### config.mk
export PLATFORM = sky130hd
export DESIGN_NAME = geometry_string_parser_top
export DESIGN_NICKNAME = d
export VERILOG_FILES = /design/src/rtl/gsp_pkg.sv /design/src/rtl/gsp_parser.sv /design/src/rtl/gsp_result_reg.sv /design/src/rtl/geometry_string_parser_top.sv
export SDC_FILE = /design/constraint.sdc
export NUM_CORES = 1
export LEC_CHECK = 0
export BUFFER_PORTS_ARGS = -buffer_cell sky130_fd_sc_hd__buf_2
export CAP_MARGIN = 5
export CORE_ASPECT_RATIO = 0.5
export CORE_MARGIN = 1
export CORE_UTILIZATION = 61
export DETAILED_ROUTE_END_ITERATION = 7
export MAX_ROUTING_LAYER = met4
export PLACE_DENSITY = 0.89
export SYNTH_ARGS = -nofsm -noshare
export SYNTH_HDL_FRONTEND = slang
export SYNTH_HIERARCHICAL = 1
export SYNTH_SLANG_ARGS = --single-unit
### constraint.sdc
create_clock -name clk -period 8.9 [get_ports clk]
set_clock_uncertainty 0.15 [all_clocks]
set_input_delay 1.78 -clock clk [delete_from_list [all_inputs] [get_ports clk]]
set_output_delay 1.78 -clock clk [all_outputs]
set_load 0.02 [all_outputs]
### src/rtl/gsp_pkg.sv
// ----------------------------------------------------------------------------
// gsp_pkg
// Shared types, constants and helpers for the geometry string parser.
// ----------------------------------------------------------------------------
`default_nettype none

package gsp_pkg;

  // Accumulator width; values saturate at 2^VALUE_BITS - 1
  localparam int VALUE_BITS = 16;
  localparam int FIELD_BITS = 16;

  typedef logic [VALUE_BITS-1:0] value_t;
  typedef logic [FIELD_BITS-1:0] field_t;

  // Error codes
  localparam logic [1:0] ERR_NONE   = 2'd0;
  localparam logic [1:0] ERR_VALIGN = 2'd1;
  localparam logic [1:0] ERR_HALIGN = 2'd2;
  localparam logic [1:0] ERR_GEOM   = 2'd3;

  // Characters of the grammar
  localparam logic [7:0] CH_NUL     = 8'h00;
  localparam logic [7:0] CH_PLUS    = 8'h2B;
  localparam logic [7:0] CH_MINUS   = 8'h2D;
  localparam logic [7:0] CH_STAR    = 8'h2A;
  localparam logic [7:0] CH_SLASH   = 8'h2F;
  localparam logic [7:0] CH_PERCENT = 8'h25;
  localparam logic [7:0] CH_ZERO    = 8'h30;
  localparam logic [7:0] CH_NINE    = 8'h39;
  localparam logic [7:0] CH_LO_C    = 8'h63;
  localparam logic [7:0] CH_UP_C    = 8'h43;
  localparam logic [7:0] CH_LO_L    = 8'h6C;
  localparam logic [7:0] CH_UP_L    = 8'h4C;
  localparam logic [7:0] CH_LO_X    = 8'h78;
  localparam logic [7:0] CH_UP_X    = 8'h58;

  // Keyword tables, zero padded: index is alignment code
  localparam int KW_COUNT = 4;
  localparam int KW_SLOTS = 7;
  localparam int KW_MAX_POS = 6;

  localparam logic [7:0] VERT_WORDS [KW_COUNT][KW_SLOTS] = '{
    '{"t", "o", "p", 8'h00, 8'h00, 8'h00, 8'h00},
    '{"b", "o", "t", "t", "o", "m", 8'h00},
    '{"m", "i", "d", "d", "l", "e", 8'h00},
    '{"n", "o", "n", "e", 8'h00, 8'h00, 8'h00}
  };

  localparam logic [7:0] HORIZ_WORDS [KW_COUNT][KW_SLOTS] = '{
    '{"l", "e", "f", "t", 8'h00, 8'h00, 8'h00},
    '{"c", "e", "n", "t", "e", "r", 8'h00},
    '{"r", "i", "g", "h", "t", 8'h00, 8'h00},
    '{"n", "o", "n", "e", 8'h00, 8'h00, 8'h00}
  };

  // One result item
  typedef struct packed {
    logic       ok;
    field_t     width;
    field_t     height;
    logic [3:0] size_flags;
    field_t     x_offset;
    field_t     y_offset;
    logic [1:0] offset_signs;
    logic [1:0] vert_align;
    logic [1:0] horiz_align;
    logic [5:0] present_mask;
    logic [1:0] error_code;
  } result_t;

  // acc * 10 + d, saturated
  function automatic value_t add_digit(input value_t acc, input logic [3:0] d);
    logic [VALUE_BITS+3:0] v;
    v = ({4'b0, acc} << 3) + ({4'b0, acc} << 1) + {{VALUE_BITS{1'b0}}, d};
    if (|v[VALUE_BITS+3:VALUE_BITS]) begin
      return '1;
    end
    return v[VALUE_BITS-1:0];
  endfunction

  // Fit an accumulator into a result field (mask or zero extend)
  function automatic field_t to_field(input value_t v);
    logic [VALUE_BITS+FIELD_BITS-1:0] e;
    e = {{FIELD_BITS{1'b0}}, v};
    return e[FIELD_BITS-1:0];
  endfunction

endpackage

`default_nettype wire

### src/rtl/gsp_parser.sv
// ----------------------------------------------------------------------------
// gsp_parser
// Parser state and the per-byte transition; forms the result at the terminator.
// ----------------------------------------------------------------------------
`default_nettype none

module gsp_parser (
  input  wire logic             clk,
  input  wire logic             rst,
  input  wire logic             step,
  input  wire logic [7:0]       char_in,
  output gsp_pkg::result_t      result
);
  import gsp_pkg::*;

  localparam logic [3:0] PH_START = 4'd0;
  localparam logic [3:0] PH_WDIG  = 4'd1;
  localparam logic [3:0] PH_WSUF  = 4'd2;
  localparam logic [3:0] PH_HDIG  = 4'd3;
  localparam logic [3:0] PH_HSUF  = 4'd4;
  localparam logic [3:0] PH_XDIG  = 4'd5;
  localparam logic [3:0] PH_YDIG  = 4'd6;
  localparam logic [3:0] PH_VKW   = 4'd7;
  localparam logic [3:0] PH_VDONE = 4'd8;
  localparam logic [3:0] PH_HKW   = 4'd9;
  localparam logic [3:0] PH_HDONE = 4'd10;
  localparam logic [3:0] PH_ERR   = 4'd11;

  logic [3:0] phase, phase_next;
  value_t     width_acc, width_acc_next;
  value_t     height_acc, height_acc_next;
  value_t     xoff_acc, xoff_acc_next;
  value_t     yoff_acc, yoff_acc_next;
  logic [5:0] flag_bits, flag_bits_next;
  logic [3:0] kw_cand, kw_cand_next;
  logic [2:0] kw_pos, kw_pos_next;
  logic [3:0] align_vals, align_vals_next;
  logic [5:0] present_bits, present_bits_next;
  logic [1:0] error_reg, error_reg_next;

  logic       is_digit;
  logic [3:0] digit_val;
  logic       is_suffix;
  logic       try_tail;
  logic       x_ok;
  logic       y_ok;
  logic       horiz_kw;
  logic [3:0] kw_live;
  logic [3:0] kw_done;
  logic [2:0] kw_pos_inc;
  logic [1:0] kw_code;
  logic       kw_fail;

  // Classify the byte
  assign is_digit  = (char_in >= CH_ZERO) && (char_in <= CH_NINE);
  assign digit_val = char_in[3:0];
  assign is_suffix = (char_in == CH_PERCENT) || (char_in == CH_LO_C) ||
                     (char_in == CH_UP_C) || (char_in == CH_LO_L) || (char_in == CH_UP_L);

  // Match the byte against the keyword candidates still alive
  assign horiz_kw   = (phase == PH_HKW);
  assign kw_pos_inc = kw_pos + 3'd1;

  always_comb begin
    kw_live = '0;
    kw_done = '0;
    for (int i = 0; i < KW_COUNT; i++) begin
      if (kw_cand[i] && (kw_pos < 3'(KW_MAX_POS))) begin
        if (horiz_kw) begin
          kw_live[i] = (HORIZ_WORDS[i][kw_pos] == char_in);
          kw_done[i] = kw_live[i] && (HORIZ_WORDS[i][kw_pos_inc] == CH_NUL);
        end else begin
          kw_live[i] = (VERT_WORDS[i][kw_pos] == char_in);
          kw_done[i] = kw_live[i] && (VERT_WORDS[i][kw_pos_inc] == CH_NUL);
        end
      end
    end
  end

  assign kw_fail = (kw_live == 4'b0000);

  // Last completed keyword wins
  always_comb begin
    kw_code = 2'd0;
    for (int i = 0; i < KW_COUNT; i++) begin
      if (kw_done[i]) begin
        kw_code = 2'(i);
      end
    end
  end

  // Next state for one byte
  always_comb begin
    phase_next        = phase;
    width_acc_next    = width_acc;
    height_acc_next   = height_acc;
    xoff_acc_next     = xoff_acc;
    yoff_acc_next     = yoff_acc;
    flag_bits_next    = flag_bits;
    kw_cand_next      = kw_cand;
    kw_pos_next       = kw_pos;
    align_vals_next   = align_vals;
    present_bits_next = present_bits;
    error_reg_next    = error_reg;
    try_tail          = 1'b0;
    x_ok              = 1'b0;
    y_ok              = 1'b0;

    if (char_in == CH_NUL) begin
      // Return to the start of a string
      phase_next        = PH_START;
      width_acc_next    = '0;
      height_acc_next   = '0;
      xoff_acc_next     = '0;
      yoff_acc_next     = '0;
      flag_bits_next    = '0;
      kw_cand_next      = 4'hF;
      kw_pos_next       = '0;
      align_vals_next   = '0;
      present_bits_next = '0;
      error_reg_next    = ERR_NONE;
    end else begin
      unique case (phase)
        PH_START: begin
          if (is_digit) begin
            present_bits_next[0] = 1'b1;
            width_acc_next       = add_digit('0, digit_val);
            phase_next           = PH_WDIG;
          end else begin
            try_tail = 1'b1;
            x_ok     = 1'b1;
          end
        end
        PH_WDIG, PH_WSUF: begin
          if ((phase == PH_WDIG) && is_digit) begin
            width_acc_next = add_digit(width_acc, digit_val);
          end else if ((phase == PH_WDIG) && is_suffix) begin
            if (char_in == CH_PERCENT) flag_bits_next[0] = 1'b1;
            else flag_bits_next[2] = 1'b1;
            phase_next = PH_WSUF;
          end else if ((char_in == CH_LO_X) || (char_in == CH_UP_X)) begin
            present_bits_next[1] = 1'b1;
            phase_next           = PH_HDIG;
          end else begin
            try_tail = 1'b1;
            x_ok     = 1'b1;
          end
        end
        PH_HDIG: begin
          if (is_digit) begin
            height_acc_next = add_digit(height_acc, digit_val);
          end else if (is_suffix) begin
            if (char_in == CH_PERCENT) flag_bits_next[1] = 1'b1;
            else flag_bits_next[3] = 1'b1;
            phase_next = PH_HSUF;
          end else begin
            try_tail = 1'b1;
            x_ok     = 1'b1;
          end
        end
        PH_HSUF: begin
          try_tail = 1'b1;
          x_ok     = 1'b1;
        end
        PH_XDIG: begin
          if (is_digit) begin
            xoff_acc_next = add_digit(xoff_acc, digit_val);
          end else begin
            try_tail = 1'b1;
            y_ok     = 1'b1;
          end
        end
        PH_YDIG: begin
          if (is_digit) begin
            yoff_acc_next = add_digit(yoff_acc, digit_val);
          end else begin
            try_tail = 1'b1;
          end
        end
        PH_VKW, PH_HKW: begin
          kw_cand_next = kw_live;
          kw_pos_next  = kw_pos_inc;
          if (kw_fail) begin
            error_reg_next = horiz_kw ? ERR_HALIGN : ERR_VALIGN;
            phase_next     = PH_ERR;
          end else if (|kw_done) begin
            if (horiz_kw) begin
              align_vals_next[3:2] = kw_code;
              phase_next           = PH_HDONE;
            end else begin
              align_vals_next[1:0] = kw_code;
              phase_next           = PH_VDONE;
            end
          end
        end
        PH_VDONE: begin
          if (char_in == CH_SLASH) begin
            present_bits_next[5] = 1'b1;
            kw_cand_next         = 4'hF;
            kw_pos_next          = '0;
            phase_next           = PH_HKW;
          end else begin
            error_reg_next = ERR_GEOM;
            phase_next     = PH_ERR;
          end
        end
        PH_HDONE: begin
          error_reg_next = ERR_GEOM;
          phase_next     = PH_ERR;
        end
        default: begin
          phase_next = PH_ERR;
        end
      endcase

      // Offsets and the valign marker at the start of a string or after a size or offset
      if (try_tail) begin
        if (((char_in == CH_PLUS) || (char_in == CH_MINUS)) && (x_ok || y_ok)) begin
          if (x_ok) begin
            present_bits_next[2] = 1'b1;
            if (char_in == CH_MINUS) flag_bits_next[4] = 1'b1;
            phase_next = PH_XDIG;
          end else begin
            present_bits_next[3] = 1'b1;
            if (char_in == CH_MINUS) flag_bits_next[5] = 1'b1;
            phase_next = PH_YDIG;
          end
        end else if (char_in == CH_STAR) begin
          present_bits_next[4] = 1'b1;
          kw_cand_next         = 4'hF;
          kw_pos_next          = '0;
          phase_next           = PH_VKW;
        end else begin
          error_reg_next = ERR_GEOM;
          phase_next     = PH_ERR;
        end
      end
    end
  end

  // Advance the state on each processed byte
  always_ff @(posedge clk) begin
    if (rst) begin
      phase        <= PH_START;
      width_acc    <= '0;
      height_acc   <= '0;
      xoff_acc     <= '0;
      yoff_acc     <= '0;
      flag_bits    <= '0;
      kw_cand      <= 4'hF;
      kw_pos       <= '0;
      align_vals   <= '0;
      present_bits <= '0;
      error_reg    <= ERR_NONE;
    end else if (step) begin
      phase        <= phase_next;
      width_acc    <= width_acc_next;
      height_acc   <= height_acc_next;
      xoff_acc     <= xoff_acc_next;
      yoff_acc     <= yoff_acc_next;
      flag_bits    <= flag_bits_next;
      kw_cand      <= kw_cand_next;
      kw_pos       <= kw_pos_next;
      align_vals   <= align_vals_next;
      present_bits <= present_bits_next;
      error_reg    <= error_reg_next;
    end
  end

  // Form the result seen at the terminator; errors zero every other field
  always_comb begin
    result = '0;
    if (phase == PH_VKW) begin
      result.error_code = ERR_VALIGN;
    end else if (phase == PH_HKW) begin
      result.error_code = ERR_HALIGN;
    end else if (phase == PH_ERR) begin
      result.error_code = error_reg;
    end else begin
      result.ok           = 1'b1;
      result.width        = to_field(width_acc);
      result.height       = to_field(height_acc);
      result.size_flags   = flag_bits[3:0];
      result.x_offset     = to_field(xoff_acc);
      result.y_offset     = to_field(yoff_acc);
      result.offset_signs = flag_bits[5:4];
      result.vert_align   = align_vals[1:0];
      result.horiz_align  = align_vals[3:2];
      result.present_mask = present_bits;
      result.error_code   = ERR_NONE;
    end
  end

endmodule

`default_nettype wire

### src/rtl/gsp_result_reg.sv
// ----------------------------------------------------------------------------
// gsp_result_reg
// Output register for the result channel; holds a result until it transfers.
// ----------------------------------------------------------------------------
`default_nettype none

module gsp_result_reg (
  input  wire logic             clk,
  input  wire logic             rst,
  input  wire logic             load,
  input  wire gsp_pkg::result_t result_in,
  input  wire logic             stall,
  output logic                  free,
  output logic                  valid,
  output gsp_pkg::result_t      result
);
  import gsp_pkg::*;

  // Slot can take a new result when empty or when the held one transfers
  assign free = !valid || !stall;

  // Track occupancy
  always_ff @(posedge clk) begin
    if (rst) begin
      valid <= 1'b0;
    end else if (load) begin
      valid <= 1'b1;
    end else if (!stall) begin
      valid <= 1'b0;
    end
  end

  // Capture payload
  always_ff @(posedge clk) begin
    if (load) begin
      result <= result_in;
    end
  end

endmodule

`default_nettype wire

### src/rtl/geometry_string_parser_top.sv
// ----------------------------------------------------------------------------
// geometry_string_parser_top
// Byte-stream geometry string parser with valid/stall channels.
// ----------------------------------------------------------------------------
// The block takes one byte per cycle while item_stall is low and answers each
// zero byte with one result; other bytes produce nothing. A byte is captured
// in an input register, and from there it updates the parser state and, for
// a terminator, the result register. Bytes keep flowing while a result waits
// on the output; only a terminator that finds the result register still
// occupied is held in the input register until that result transfers.
`default_nettype none

module geometry_string_parser_top (
  input  wire logic        clk,
  input  wire logic        rst,
  input  wire logic        item_valid,
  output logic             item_stall,
  input  wire logic [7:0]  char_in,
  output logic             result_valid,
  input  wire logic        result_stall,
  output logic             ok,
  output logic [15:0]      width,
  output logic [15:0]      height,
  output logic [3:0]       size_flags,
  output logic [15:0]      x_offset,
  output logic [15:0]      y_offset,
  output logic [1:0]       offset_signs,
  output logic [1:0]       vert_align,
  output logic [1:0]       horiz_align,
  output logic [5:0]       present_mask,
  output logic [1:0]       error_code
);
  import gsp_pkg::*;

  logic       byte_valid;
  logic [7:0] byte_reg;
  logic       out_free;
  logic       fire;
  logic       load;
  result_t    step_result;
  result_t    held_result;

  // Process the held byte; a terminator also needs the result slot
  assign fire       = byte_valid && ((byte_reg != CH_NUL) || out_free);
  assign load       = fire && (byte_reg == CH_NUL);
  assign item_stall = byte_valid && !fire;

  // Input register
  always_ff @(posedge clk) begin
    if (rst) begin
      byte_valid <= 1'b0;
    end else if (!item_stall) begin
      byte_valid <= item_valid;
    end
  end

  always_ff @(posedge clk) begin
    if (item_valid && !item_stall) begin
      byte_reg <= char_in;
    end
  end

  gsp_parser u_parser (
    .clk     (clk),
    .rst     (rst),
    .step    (fire),
    .char_in (byte_reg),
    .result  (step_result)
  );

  gsp_result_reg u_result (
    .clk       (clk),
    .rst       (rst),
    .load      (load),
    .result_in (step_result),
    .stall     (result_stall),
    .free      (out_free),
    .valid     (result_valid),
    .result    (held_result)
  );

  // Drive result fields
  assign ok           = held_result.ok;
  assign width        = held_result.width;
  assign height       = held_result.height;
  assign size_flags   = held_result.size_flags;
  assign x_offset     = held_result.x_offset;
  assign y_offset     = held_result.y_offset;
  assign offset_signs = held_result.offset_signs;
  assign vert_align   = held_result.vert_align;
  assign horiz_align  = held_result.horiz_align;
  assign present_mask = held_result.present_mask;
  assign error_code   = held_result.error_code;

  // ok and the error code always agree
  a_ok_vs_error: assert property (@(posedge clk) disable iff (rst)
    result_valid |-> (ok == (error_code == ERR_NONE)))
    else $error("ok disagrees with error_code");

  // A failed parse reports no fields
  a_error_zero: assert property (@(posedge clk) disable iff (rst)
    (result_valid && !ok) |-> ((width == '0) && (present_mask == '0) &&
                               (x_offset == '0) && (offset_signs == '0)))
    else $error("error result carries field data");

  // Height needs a width, halign needs a valign
  a_mask_order: assert property (@(posedge clk) disable iff (rst)
    result_valid |-> ((!present_mask[1] || present_mask[0]) &&
                      (!present_mask[5] || present_mask[4])))
    else $error("present_mask has an impossible combination");

  // A terminator blocked by a waiting result is held, not lost
  a_term_held: assert property (@(posedge clk) disable iff (rst)
    (byte_valid && (byte_reg == CH_NUL) && result_valid && result_stall) |=>
    (byte_valid && (byte_reg == CH_NUL)))
    else $error("blocked terminator dropped");

endmodule

`default_nettype wire
Word level (Yosys, flattened, before mapping)
Memories as Yosys holds them, arrays and structs flattened.
Cells that the tools add are included.
- register bits after elaboration: 186
- memory bits (read-only): 896
- bits of input ports: 12
- output and inout bits: 85
- logic and storage cells: 386
- memories: 14
- add/sub/neg operators: 9
- magnitude comparators: 5
- eq/ne operators: 47
- mux-type cells: 180
- bitwise operators: 2
- reduce and logical (&&, ||, !) cells: 93
- memory list (memory ; depth ; width ; rd ports ; clocked after Yosys merged registers in ; write ports ; line ; text):
    (no name shown) ; 8 ; 8 ; 1 ; 0 ; 0 ; gsp_parser.sv:73 ; kw_live[i] = (VERT_WORDS[i][kw_pos] == char_in);
    (no name shown) ; 8 ; 8 ; 1 ; 0 ; 0 ; gsp_parser.sv:74 ; kw_done[i] = kw_live[i] && (VERT_WORDS[i][kw_pos_inc] == CH_NUL);
    (no name shown) ; 8 ; 8 ; 1 ; 0 ; 0 ; gsp_parser.sv:71 ; kw_done[i] = kw_live[i] && (HORIZ_WORDS[i][kw_pos_inc] == CH_NUL);
    (no name shown) ; 8 ; 8 ; 1 ; 0 ; 0 ; gsp_parser.sv:70 ; kw_live[i] = (HORIZ_WORDS[i][kw_pos] == char_in);
    (no name shown) ; 8 ; 8 ; 1 ; 0 ; 0 ; gsp_parser.sv:71 ;
    (no name shown) ; 8 ; 8 ; 1 ; 0 ; 0 ; gsp_parser.sv:73 ;
    8 more memories ; n/a ; n/a ; n/a ; n/a ; n/a ; n/a ;
- operators with widths (kind ; count):
    $mux 16 ; 21
    $mux 8 ; 28
    $mux 4 ; 21
    $mux 81 ; 1
    $add 19x17->20 ; 4
    $add 20x4->20 ; 4
    $mux 1 ; 75
    $logic_not 8->1 ; 8
    $eq 8x8->1 ; 7
    $eq 8x7->1 const B ; 6
    $reduce_and 5->1 ; 9
    $eq 8x6->1 const B ; 5
    $reduce_bool 2->1 ; 20
    $mux 2 ; 19
    $pmux 16 s2 ; 1
    $pmux 4 s6 ; 1
    $reduce_or 4->1 ; 5
    $logic_and 1x1->1 ; 19
    $mux 3 ; 6
    $eq 4x3->1 const B ; 4
    $eq 4x4->1 const B ; 4
    $ne 2x2->1 const B ; 8
    $reduce_and 4->1 ; 4
    $reduce_and 3->1 ; 5
    other kinds (27) ; 51

Longest topological paths before layout
Gate-level depths: netlist of the first run.
- depth after elaboration: 17
- gate-level depth with buffers: 15
- depth with buffers taken out: 13

Cells and area by module
The synthesis of the first run kept the hierarchy.
- by module, submodules not included (module ; times used ; cells each ; area an instance (um^2) ; seq. area each (um^2)):
    gsp_parser ; 1 ; 1166 ; 9376.5 ; 1861.8
    gsp_result_reg ; 1 ; 87 ; 2524.9 ; 2512.4
    geometry_string_parser_top ; 1 ; 19 ; 344.1 ; 260.2

Least setup slack after synthesis of the first run
Ideal clock, no wire load.
- path kind: input -> register
- start point: input port result_stall
- end point: register u_result/result[0] (netlist name), enable pin
- library setup time: 0.628 ns
- data arrival time: 7.576 ns
- required time: 8.122 ns
- setup slack: 0.546 ns
- cell stages on the path: 3
- buffers on the path: 0
- cells stage by stage: nand2_1 nand2_1 nor3_1
- longest elaborated chain between the ends: 5
- RTL lines (element ; line ; text):
    from (decl) ; geometry_string_parser_top.sv:20 ; input wire logic result_stall,
    $logic_not 1->1 ; gsp_result_reg.sv:20 ; assign free = !valid || !stall;
    $logic_or 1x1->1 ; gsp_result_reg.sv:20 ;
    $logic_or 1x1->1 ; geometry_string_parser_top.sv:44 ; assign fire = byte_valid && ((byte_reg != CH_NUL) || out_free);
    $logic_and 1x1->1 ; geometry_string_parser_top.sv:44 ;
    $logic_and 1x1->1 ; geometry_string_parser_top.sv:45 ; assign load = fire && (byte_reg == CH_NUL);
    net load ; geometry_string_parser_top.sv:39 ; logic load;
    to (signal assigned) ; gsp_result_reg.sv:36 ; result <= result_in;
    to (decl) ; gsp_result_reg.sv:15 ; output gsp_pkg::result_t result
The timed path passes the listed nets, and every way through them passes these cells.
A chain may end at the register's enable or synchronous reset.

Worst setup path after layout of the first run
- start point: input port result_stall
- end point: register u_parser.width_acc[11]
- longest elaborated chain between the ends: 5
- RTL lines (element ; line ; text):
    $logic_not 1->1 ; gsp_result_reg.sv:20 ;
    $logic_or 1x1->1 ; gsp_result_reg.sv:20 ;
    net out_free ; geometry_string_parser_top.sv:37 ; logic out_free;
    $logic_or 1x1->1 ; geometry_string_parser_top.sv:44 ;
    $logic_and 1x1->1 ; geometry_string_parser_top.sv:44 ;
    net fire ; geometry_string_parser_top.sv:38 ; logic fire;
    $reduce_and 4->1 (no line) ; n/a ;
    to (signal assigned) ; gsp_parser.sv:257 ; width_acc <= width_acc_next;
    to (decl) ; gsp_parser.sv:30 ; value_t width_acc, width_acc_next;
The timed path passes the listed nets, and every way through them passes these cells.

==> results.json, run 1 <==
{
  "status": "complete, no violations",
  "vias": 10200,
  "vdd_ir_drop_max_uv": 143,
  "rsz0062_at_grt": "false",
  "syn_nets": 1426,
  "placed_area_mm2": 0.0129,
  "wl_met3_um": 1700,
  "dp_slack_ps": 3480,
  "worst_slack_ps": 3810,
  "cts_tree": "yes",
  "p_total_w": 0.00196,
  "maxSlewHeadroom_pct": 18.8,
  "h-tree-depth": 4,
  "detail-route-antenna-nets": 0,
  "cts_buffers": 17,
  "whs_endpoint": "u_parser/present_bits[3]",
  "yosys_warnings": 6,
  "rr_startpoint": "byte_reg[3]",
  "totalWireLength_um": 29900,
  "wl_met2_um": 14700,
  "die_y_um": 102,
  "port_buffers": 96,
  "dr.pass1.iters": 5,
  "synth-main-ff-cell": "dfxtp_1",
  "hold_path_depth": 1,
  "power_density_mw_per_mm2": 145,
  "synth_cell_types": 90,
  "path_max_fanout": 34,
  "synth.avg_cell_area_um2": 9.63,
  "period_minus_slack_ps": 5090,
  "cts_setup_buffers": 0,
  "dieArea_mm2": 0.0207,
  "p_leak_nw": 5.76,
  "route.detailed.drc": 0,
  "synth-seq-cells": 186,
  "cp.required_ps": 9130,
  "r2r_slack_ps": 3860,
  "antenna_found_initial": 1,
  "worstMarginPinSlew_ps": 1210,
  "ys_seq_area_share_pct": 37.8,
  "slew_violations": 0,
  "clkTransAtPathRegs_ps": 70,
  "grt_first_pass_wirelength_um": 48700,
  "grt_max_degree": 82,
  "die_w_um": 202,
  "floorplan.rows": 36,
  "first_global_vias": 9742,
  "max-cap-violations": 0,
  "cts_hold_buffers": 0,
  "end_kind": "flip-flop",
  "critPathKind": "input pin to flip-flop",
  "cts_root_buf": "clkbuf_16",
  "max_freq_mhz": 196,
  "grt_usage_pct": 30.4,
  "place_hpwl_um": 21000,
  "routabilityCongestion": 0.942,
  "layout-drive-gt1-share_pct": 12.6,
  "topRoutingLayerUsed": "met4",
  "async_flop_share_pct": 0,
  "syn_to_final_growth_pct": 9.80,
  "worst_ep_arrival_time_ps": 5320,
  "ios": 97,
  "final_nets": 1491,
  "holdCritStartpoint": "u_parser/present_bits[3]",
  "hold_slack_ps": 307,
  "start_kind": "input pin",
  "wl_met1_um": 13000,
  "setup_viol": 0,
  "initial_core_util_pct": 62.6,
  "r2r_end": "u_parser/yoff_acc[15]",
  "clk_latency_ps": 440,
  "core_area_mm2": 0.0195,
  "fin_area_mm2": 0.0134,
  "syn_area_mm2": 0.0122,
  "max-clock-path-buffers": 2,
  "synth-edff-count": 91,
  "routedWlPerCell_um": 18.5,
  "hold_viol": 0,
  "viasPerCell": 6.33,
  "min_period_over_period_pct": 57.2,
  "largest_reg_flops": 83,
  "final.setup.tns_ps": 0,
  "synth_cells": 1272,
  "largest-register": "u_result/result",
  "min_path_type": "flip-flop to flip-flop",
  "cts_resized": 0,
  "grt_overflow": 0,
  "drt-initial-drc-count": 835,
  "r2r.worst_path.cells": 14,
  "cts.sinks": 186,
  "setup.worst_path.start": "result_stall"
}
## how the worst max path moves through the flow
stage          cells past startpoint  slack [ps]                     end
3_5_place_dp                       7        3480   u_parser/width_acc[8]
5_1_grt                           14        3430   u_parser/yoff_acc[12]
3_3_place_gp                       7        3730  u_parser/width_acc[11]
2_1_floorplan                      3         550      u_result/result[0]
6_report                           7        3810  u_parser/width_acc[11]
4_1_cts                            7        3900  u_parser/width_acc[11]
## layer usage
metal	track usage (%)	vias to the layer above
met4	10.6	0
met3	4.82	58
met1	37.4	4897
li1	-	4864
met5	-	-
met2	51.4	418
## final cells by class
type / count / area (µm²)
timing repair buffer: 106 / 556
sequential: 186 / 4630
tap: 266 / 333
clock buffer: 18 / 429
multi-input combinational: 978 / 7170
inverter: 48 / 180
fill: 1458 / 6100
antenna: 1 / 2.50
clock inverter: 14 / 144
## worst max-delay path: stages
cell and delay, ps:
buf_2 110, nand2_1 80, o31a_2 520, nand2_1 940, nand2b_1 520, nor2_1 1050, a221o_1 310
## through the flow
step	utilization, %	std cells
floorplan	-	1272
global placement	65.8	1584
detailed placement	65.8	1584
CTS	68.8	1616
global route	68.8	1617
finish	68.8	1617
## power by group
group / switching, W / internal, W
clock network: 0.000338 / 0.000415
logic: 0.000175 / 0.0000894
registers: 0.0000374 / 0.000901
total: 0.000550 / 0.00141
## cell usage in the layout, fill, tap and decap left out, types with 19 or more instances in the layout
| cell | instances |
|---|---|
| xor2_1 | 26 |
| edfxtp_1 | 91 |
| nor3_1 | 36 |
| a21oi_1 | 97 |
| and2_1 | 86 |
| dfxtp_1 | 95 |
| buf_2 | 96 |
| a211oi_1 | 39 |
| nor2_1 | 90 |
| ha_1 | 134 |
| o21ai_0 | 54 |
| nand2b_1 | 19 |
| xnor2_1 | 34 |
| a31oi_1 | 29 |
| inv_1 | 44 |
| nand2_1 | 57 |
| a21o_1 | 23 |
## cells in the mapped netlist (19+ instances only)
master	count	area, µm²
nor3_1	37	185
o21ai_0	54	270
xnor2_1	34	298
xor2_1	26	228
a31oi_1	29	181
inv_1	44	165
dfxtp_1	95	1900
nand2_1	57	214
ha_1	134	1680
a21o_1	23	173
clkbuf_1	35	131
and2_1	86	538
edfxtp_1	91	2730
nor2_1	90	338
a21oi_1	97	485
nand2b_1	19	119
a211oi_1	39	293
## cell families (layout without fill, tap and decap cells)
family / count (synthesis) / count (layout) / synth area share [%]
xor gates and xnor gates: 60 / 60 / 4.29
and+or+nand+nor: 394 / 394 / 17.5
muxes: 15 / 15 / 1.27
DFF: 186 / 186 / 37.8
adders and majority gates: 142 / 142 / 15.0
other: 0 / 1 / 0
buffers and inverters: 108 / 186 / 3.76
AOI/OAI and AO/OA: 367 / 367 / 20.3
Power figures use the tool's default switching activity.
==> run 2: changes to the inputs <==
ABC_AREA = 1   (was default)
clock period = 5 ns   (was 8.9 ns; I/O delays follow)
==> results.json, run 2 <==
{
  "final.setup.tns_ps": 0,
  "final_cell_mix": "332 x nand2_1, 213 x nor2_1, 190 x inv_1",
  "min_period_over_period_pct": 82.8,
  "start_kind": "flip-flop",
  "dr.pass1.iters": 6,
  "route.detailed.drc": 0,
  "antenna_found_initial": 0,
  "max_freq_mhz": 242,
  "path_max_fanout": 16,
  "diodes": 0,
  "maxSlewHeadroom_pct": 24.7,
  "cp.required_ps": 5150,
  "synth_top_area_cell": "edfxtp_1",
  "ys_seq_area_share_pct": 35.8,
  "grt_max_degree": 55,
  "layout_commonest_cell": "nand2_1",
  "power_density_mw_per_mm2": 232,
  "synth.avg_cell_area_um2": 7.74,
  "cts_resized": 0,
  "status": "complete, no violations",
  "initial_core_util_pct": 62.7,
  "grt_first_pass_wirelength_um": 52500,
  "period_minus_slack_ps": 4140,
  "vias": 11700,
  "die_y_um": 105,
  "first_global_vias": 10700,
  "setup_viol": 0,
  "worst_ep_arrival_time_ps": 4290,
  "syn_area_mm2": 0.0129,
  "synth.top_cells.by_area": "edfxtp_1 21%, dfxtp_1 15%, ha_1 13%, nand2_1 9.6%, nor2_1 6.2%",
  "cts_root_buf": "clkbuf_16",
  "synth_mux_area_share_pct": 0,
  "async_flop_share_pct": 0,
  "min_path_type": "flip-flop to flip-flop",
  "drt-initial-drc-count": 984,
  "p_leak_nw": 6.75,
  "largest-register": "u_result/result",
  "synth-main-ff-cell": "dfxtp_1",
  "h-tree-depth": 4,
  "detail-route-antenna-nets": 0,
  "ios": 97,
  "viasPerCell": 5.73,
  "place_hpwl_um": 23100,
  "grt_usage_pct": 30.8,
  "largest_reg_flops": 83,
  "yosys_warnings": 6,
  "cts_tree": "yes",
  "totalWireLength_um": 31900,
  "max-cap-violations": 0,
  "yosys-top-cells-count": "332 x nand2_1, 213 x nor2_1, 191 x inv_1",
  "slew_violations": 0,
  "r2r_slack_ps": 860,
  "synth_adder_area_share_pct": 14.3,
  "floorplan.rows": 37,
  "critPathTopFamily": "simple AND/OR/NAND/NOR gates",
  "clkTransAtPathRegs_ps": 80,
  "clk_latency_ps": 450,
  "critPathKind": "flip-flop to flip-flop",
  "cts.sinks": 186,
  "dieArea_mm2": 0.0218,
  "cts_setup_buffers": 0,
  "path_cells": "inv_2 > fa_1 > inv_1 > fa_1 > nand3_1 > nand3_1 > nand3_1 > nand2_1 > nand3_1 > nand2_1 > nand3_1 > nand3_1 > a21oi_1 > nand2_1 > o21ai_0 > a21oi_1",
  "layout-drive-gt1-share_pct": 12.1,
  "synth_top_family_by_area": "simple AND/OR/NAND/NOR gates",
  "worstMarginPinSlew_ps": 1120,
  "final_nets": 1904,
  "hold_viol": 0,
  "crit_path_frequent_cell": "nand3_1",
  "synth_cells": 1672,
  "max-clock-path-buffers": 2,
  "synth-edff-count": 91,
  "p_total_w": 0.00329,
  "die_w_um": 208,
  "rsz0062_at_grt": "false",
  "port_buffers": 96,
  "yosys.cell_count.top_type": "nand2_1",
  "synth-seq-cells": 186,
  "cts_hold_buffers": 0,
  "syn_nets": 1827,
  "hold_slack_ps": 316,
  "synth_top_area_share_pct": 21.1,
  "routedWlPerCell_um": 15.7,
  "synth_xor_area_share_pct": 3.72,
  "cts_buffers": 17,
  "syn_to_final_growth_pct": 9.60,
  "crit_path_top_delay_cell": "edfxtp_1",
  "cp_slowest_stage_delay_ps": 690,
  "end_kind": "flip-flop",
  "routabilityCongestion": 0.983,
  "synth_cell_types": 57,
  "grt_overflow": 0,
  "critical_path_buf_inv_count": 2,
  "synth_compound_gate_area_share_pct": 14.1,
  "yosys.area_share.simple_pct": 23.9,
  "vdd_ir_drop_max_uv": 230,
  "core_area_mm2": 0.0206
}
## run 2: cell count changes after synthesis, moves of 60 or more
| cell | previous run | this run |
|---|---|---|
| nand2_1 | 57 | 332 |
| inv_1 | 44 | 191 |
| nor2_1 | 90 | 213 |
| and2_1 | 86 | 0 |
| nand3_1 | 17 | 99 |
| a21oi_1 | 97 | 157 |
## run 2: final timing paths
kind / depth (start not counted) / endpoint / start
max: 16 / u_parser/xoff_acc[1] / byte_reg[3]
min reg2reg: 2 / u_parser/present_bits[5] / u_parser/present_bits[5]
min: 2 / u_parser/present_bits[5] / u_parser/present_bits[5]
max reg2reg: 16 / u_parser/xoff_acc[1] / byte_reg[3]
## run 2: power breakdown
group          internal [W]  total [W]  switching [W]
combinational     0.0000821   0.000271       0.000189
sequential          0.00160    0.00163      0.0000313
clock              0.000718    0.00139       0.000673
## run 2: final cells by class
class                      count  area [µm²]
clock buffer                  17         425
clock inverter                15         183
fill                        1663        6460
inverter                     212         807
multi-input combinational   1230        7250
sequential                   186        4630
tap                          273         342
timing repair buffer         102         538
## run 2: kinds of logic after synthesis
family	count (synthesis)
flops	186
buf+inv	256
xor+xnor	55
simple gates	708
fa+ha+maj	143
compound gates	324
## run 2: worst reg2reg max path: stages, from the launching register on
cell,delay [ps]
edfxtp_1,690
inv_2,290
fa_1,590
inv_1,60
fa_1,400
nand3_1,90
nand3_1,120
nand3_1,110
nand2_1,110
nand3_1,90
nand2_1,120
nand3_1,120
nand3_1,80
a21oi_1,150
nand2_1,330
o21ai_0,370
a21oi_1,110
## run 2: metal layers
layer | GRT usage [%] | part of all wire [%]
met1 | 41.2 | 45
met2 | 48.4 | 46
met5 | - | 0
met4 | 9.31 | 1.6
met3 | 4.81 | 7.5
## run 2: per-stage QoR
stage                     worst slack, ps  std cells  area [µm²]  utilization (%)
after floorplan                      1450       1672       12900                -
after global placement               1160       2003       13600             65.7
after detailed placement             1020       2003       13600             65.7
after CTS                             976       2035       14200             68.7
after global routing                  572       2035       14200             68.7
final                                 859       2035       14200             68.7
==> run 3: changes to the inputs <==
CORE_UTILIZATION = 56   (was 61)
PLACE_DENSITY = 0.86   (was 0.89)
clock period = 3.7 ns   (was 5 ns; I/O delays follow)
==> results.json, run 3 (synthesized netlist as in run 2, its figures left out) <==
{
  "status": "complete, no violations",
  "instances_no_fill": 2078,
  "place_hpwl_um": 23800,
  "cts_tree": "yes",
  "dp.cells": 2046,
  "worst_ep_arrival_time_ps": 3700,
  "first_global_vias": 10700,
  "final.setup.tns_ps": 0,
  "die_w_um": 217,
  "cts_resized": 0,
  "maxSlewHeadroom_pct": 41.5,
  "ios": 97,
  "grt_overflow": 0,
  "holdCritStartpoint": "u_parser/flag_bits[0]",
  "route.detailed.drc": 0,
  "cts_buffers": 17,
  "hold_viol": 0,
  "cp.required_ps": 3880,
  "grt_first_pass_wirelength_um": 52600,
  "max-clock-path-buffers": 2,
  "vdd_ir_drop_max_uv": 287,
  "r2r_end": "u_parser/height_acc[10]",
  "totalWireLength_um": 32300,
  "drt-initial-drc-count": 1056,
  "vias": 11600,
  "power_density_mw_per_mm2": 313,
  "routabilityCongestion": 0.989,
  "max_freq_mhz": 285,
  "h-tree-depth": 4,
  "dp_slack_ps": 161,
  "detail-route-antenna-nets": 0,
  "syn_to_final_growth_pct": 11.0,
  "p_total_w": 0.00450,
  "period_minus_slack_ps": 3510,
  "final_nets": 1920,
  "clk_latency_ps": 460,
  "viasPerCell": 5.57,
  "core_area_mm2": 0.0222,
  "min_period_over_period_pct": 95.0,
  "layout-drive-gt1-share_pct": 13.0,
  "p_leak_nw": 6.85,
  "whs_endpoint": "u_parser/flag_bits[0]",
  "rr_startpoint": "byte_reg[2]",
  "cts_root_buf": "clkbuf_16",
  "grt_max_degree": 61,
  "path_max_fanout": 16,
  "initial_core_util_pct": 58.4,
  "dieArea_mm2": 0.0238,
  "cts.sinks": 186,
  "port_buffers": 96,
  "final_cell_mix": "330 x nand2_1, 213 x nor2_1, 190 x inv_1",
  "routedWlPerCell_um": 15.5,
  "max-cap-violations": 0,
  "r2r.worst_path.cells": 13,
  "die_y_um": 109,
  "setup_viol": 0,
  "worstMarginPinSlew_ps": 876,
  "end_kind": "flip-flop",
  "clkTransAtPathRegs_ps": 80,
  "layout_commonest_cell": "nand2_1",
  "antenna_found_initial": 0,
  "dr.pass1.iters": 5,
  "worst_slack_ps": 185,
  "grt_usage_pct": 28.7,
  "slew_violations": 0,
  "cts_setup_buffers": 0,
  "floorplan.rows": 38,
  "diodes": 0,
  "largest_reg_flops": 83,
  "critPathKind": "flip-flop to flip-flop",
  "min_path_type": "flip-flop to flip-flop",
  "rsz0062_at_grt": "false",
  "hold_path_depth": 2,
  "start_kind": "flip-flop",
  "r2r_slack_ps": 190,
  "largest-register": "u_result/result",
  "cts_hold_buffers": 0
}
==> run 3: cell count changes in the layout (fill, tap and decap cells not counted) <==
cell	before	now
inv_12	0	1
clkinv_8	4	5
inv_8	4	3
clkinv_4	1	2
nand2_2	10	12
clkinv_1	3	2
buf_4	5	21
inv_6	3	2
nand2_1	332	330
==> run 3: critical path: stages (launching register included) <==
cell      delay (ps)
edfxtp_1         560
ha_1             360
ha_1             240
fa_1             400
nand3_1           90
nand3_1          110
a21oi_1          320
nand3b_1         160
nand2_1           70
xor2_1           140
a21oi_1          150
nand2_2          230
o21ai_0          290
a21oi_1          100
==> run 3: metrics by stage <==
step | util, % | area [µm²] | hold slack (ps)
6_report | 64.8 | 14400 | 312
5_1_grt | 64.8 | 14400 | 292
4_1_cts | 64.8 | 14400 | 296
3_5_place_dp | 62.0 | 13700 | 303
3_3_place_gp | 62.0 | 13700 | 297
2_1_floorplan | - | 12900 | 282
==> run 3: metal layers <==
metal / vias up / part of all wire [%] / track usage [%]
li1: 5756 / - / -
met3: 52 / 6.7 / 5.73
met2: 393 / 45 / 45.5
met1: 5370 / 46 / 37.0
met4: 0 / 2.0 / 9.86
met5: - / 0 / -
==> run 3: how the worst max path moves through the flow <==
| stage | startpoint | to |
|---|---|---|
| after floorplan | byte_reg[3] | u_parser/height_acc[11] |
| after global placement | byte_reg[2] | u_parser/yoff_acc[13] |
| after CTS | byte_reg[2] | u_parser/yoff_acc[2] |
| after detailed placement | byte_reg[2] | u_parser/yoff_acc[5] |
| final | byte_reg[2] | u_parser/height_acc[10] |
| after global routing | byte_reg[3] | u_parser/height_acc[1] |
==> run 3: cell type report <==
type                       instances  area (µm²)
inverter                         212         807
timing repair buffer             118         658
tap                              300         375
clock buffer                      17         425
sequential                       186        4630
clock inverter                    15         200
fill                            1990        7800
multi-input combinational       1230        7260
==> run 3: where the power goes <==
group          internal, W  total (W)  switching, W
Sequential         0.00216    0.00219     0.0000328
Combinational     0.000120   0.000392      0.000272
Clock             0.000981    0.00192      0.000934
Total              0.00326    0.00450       0.00124
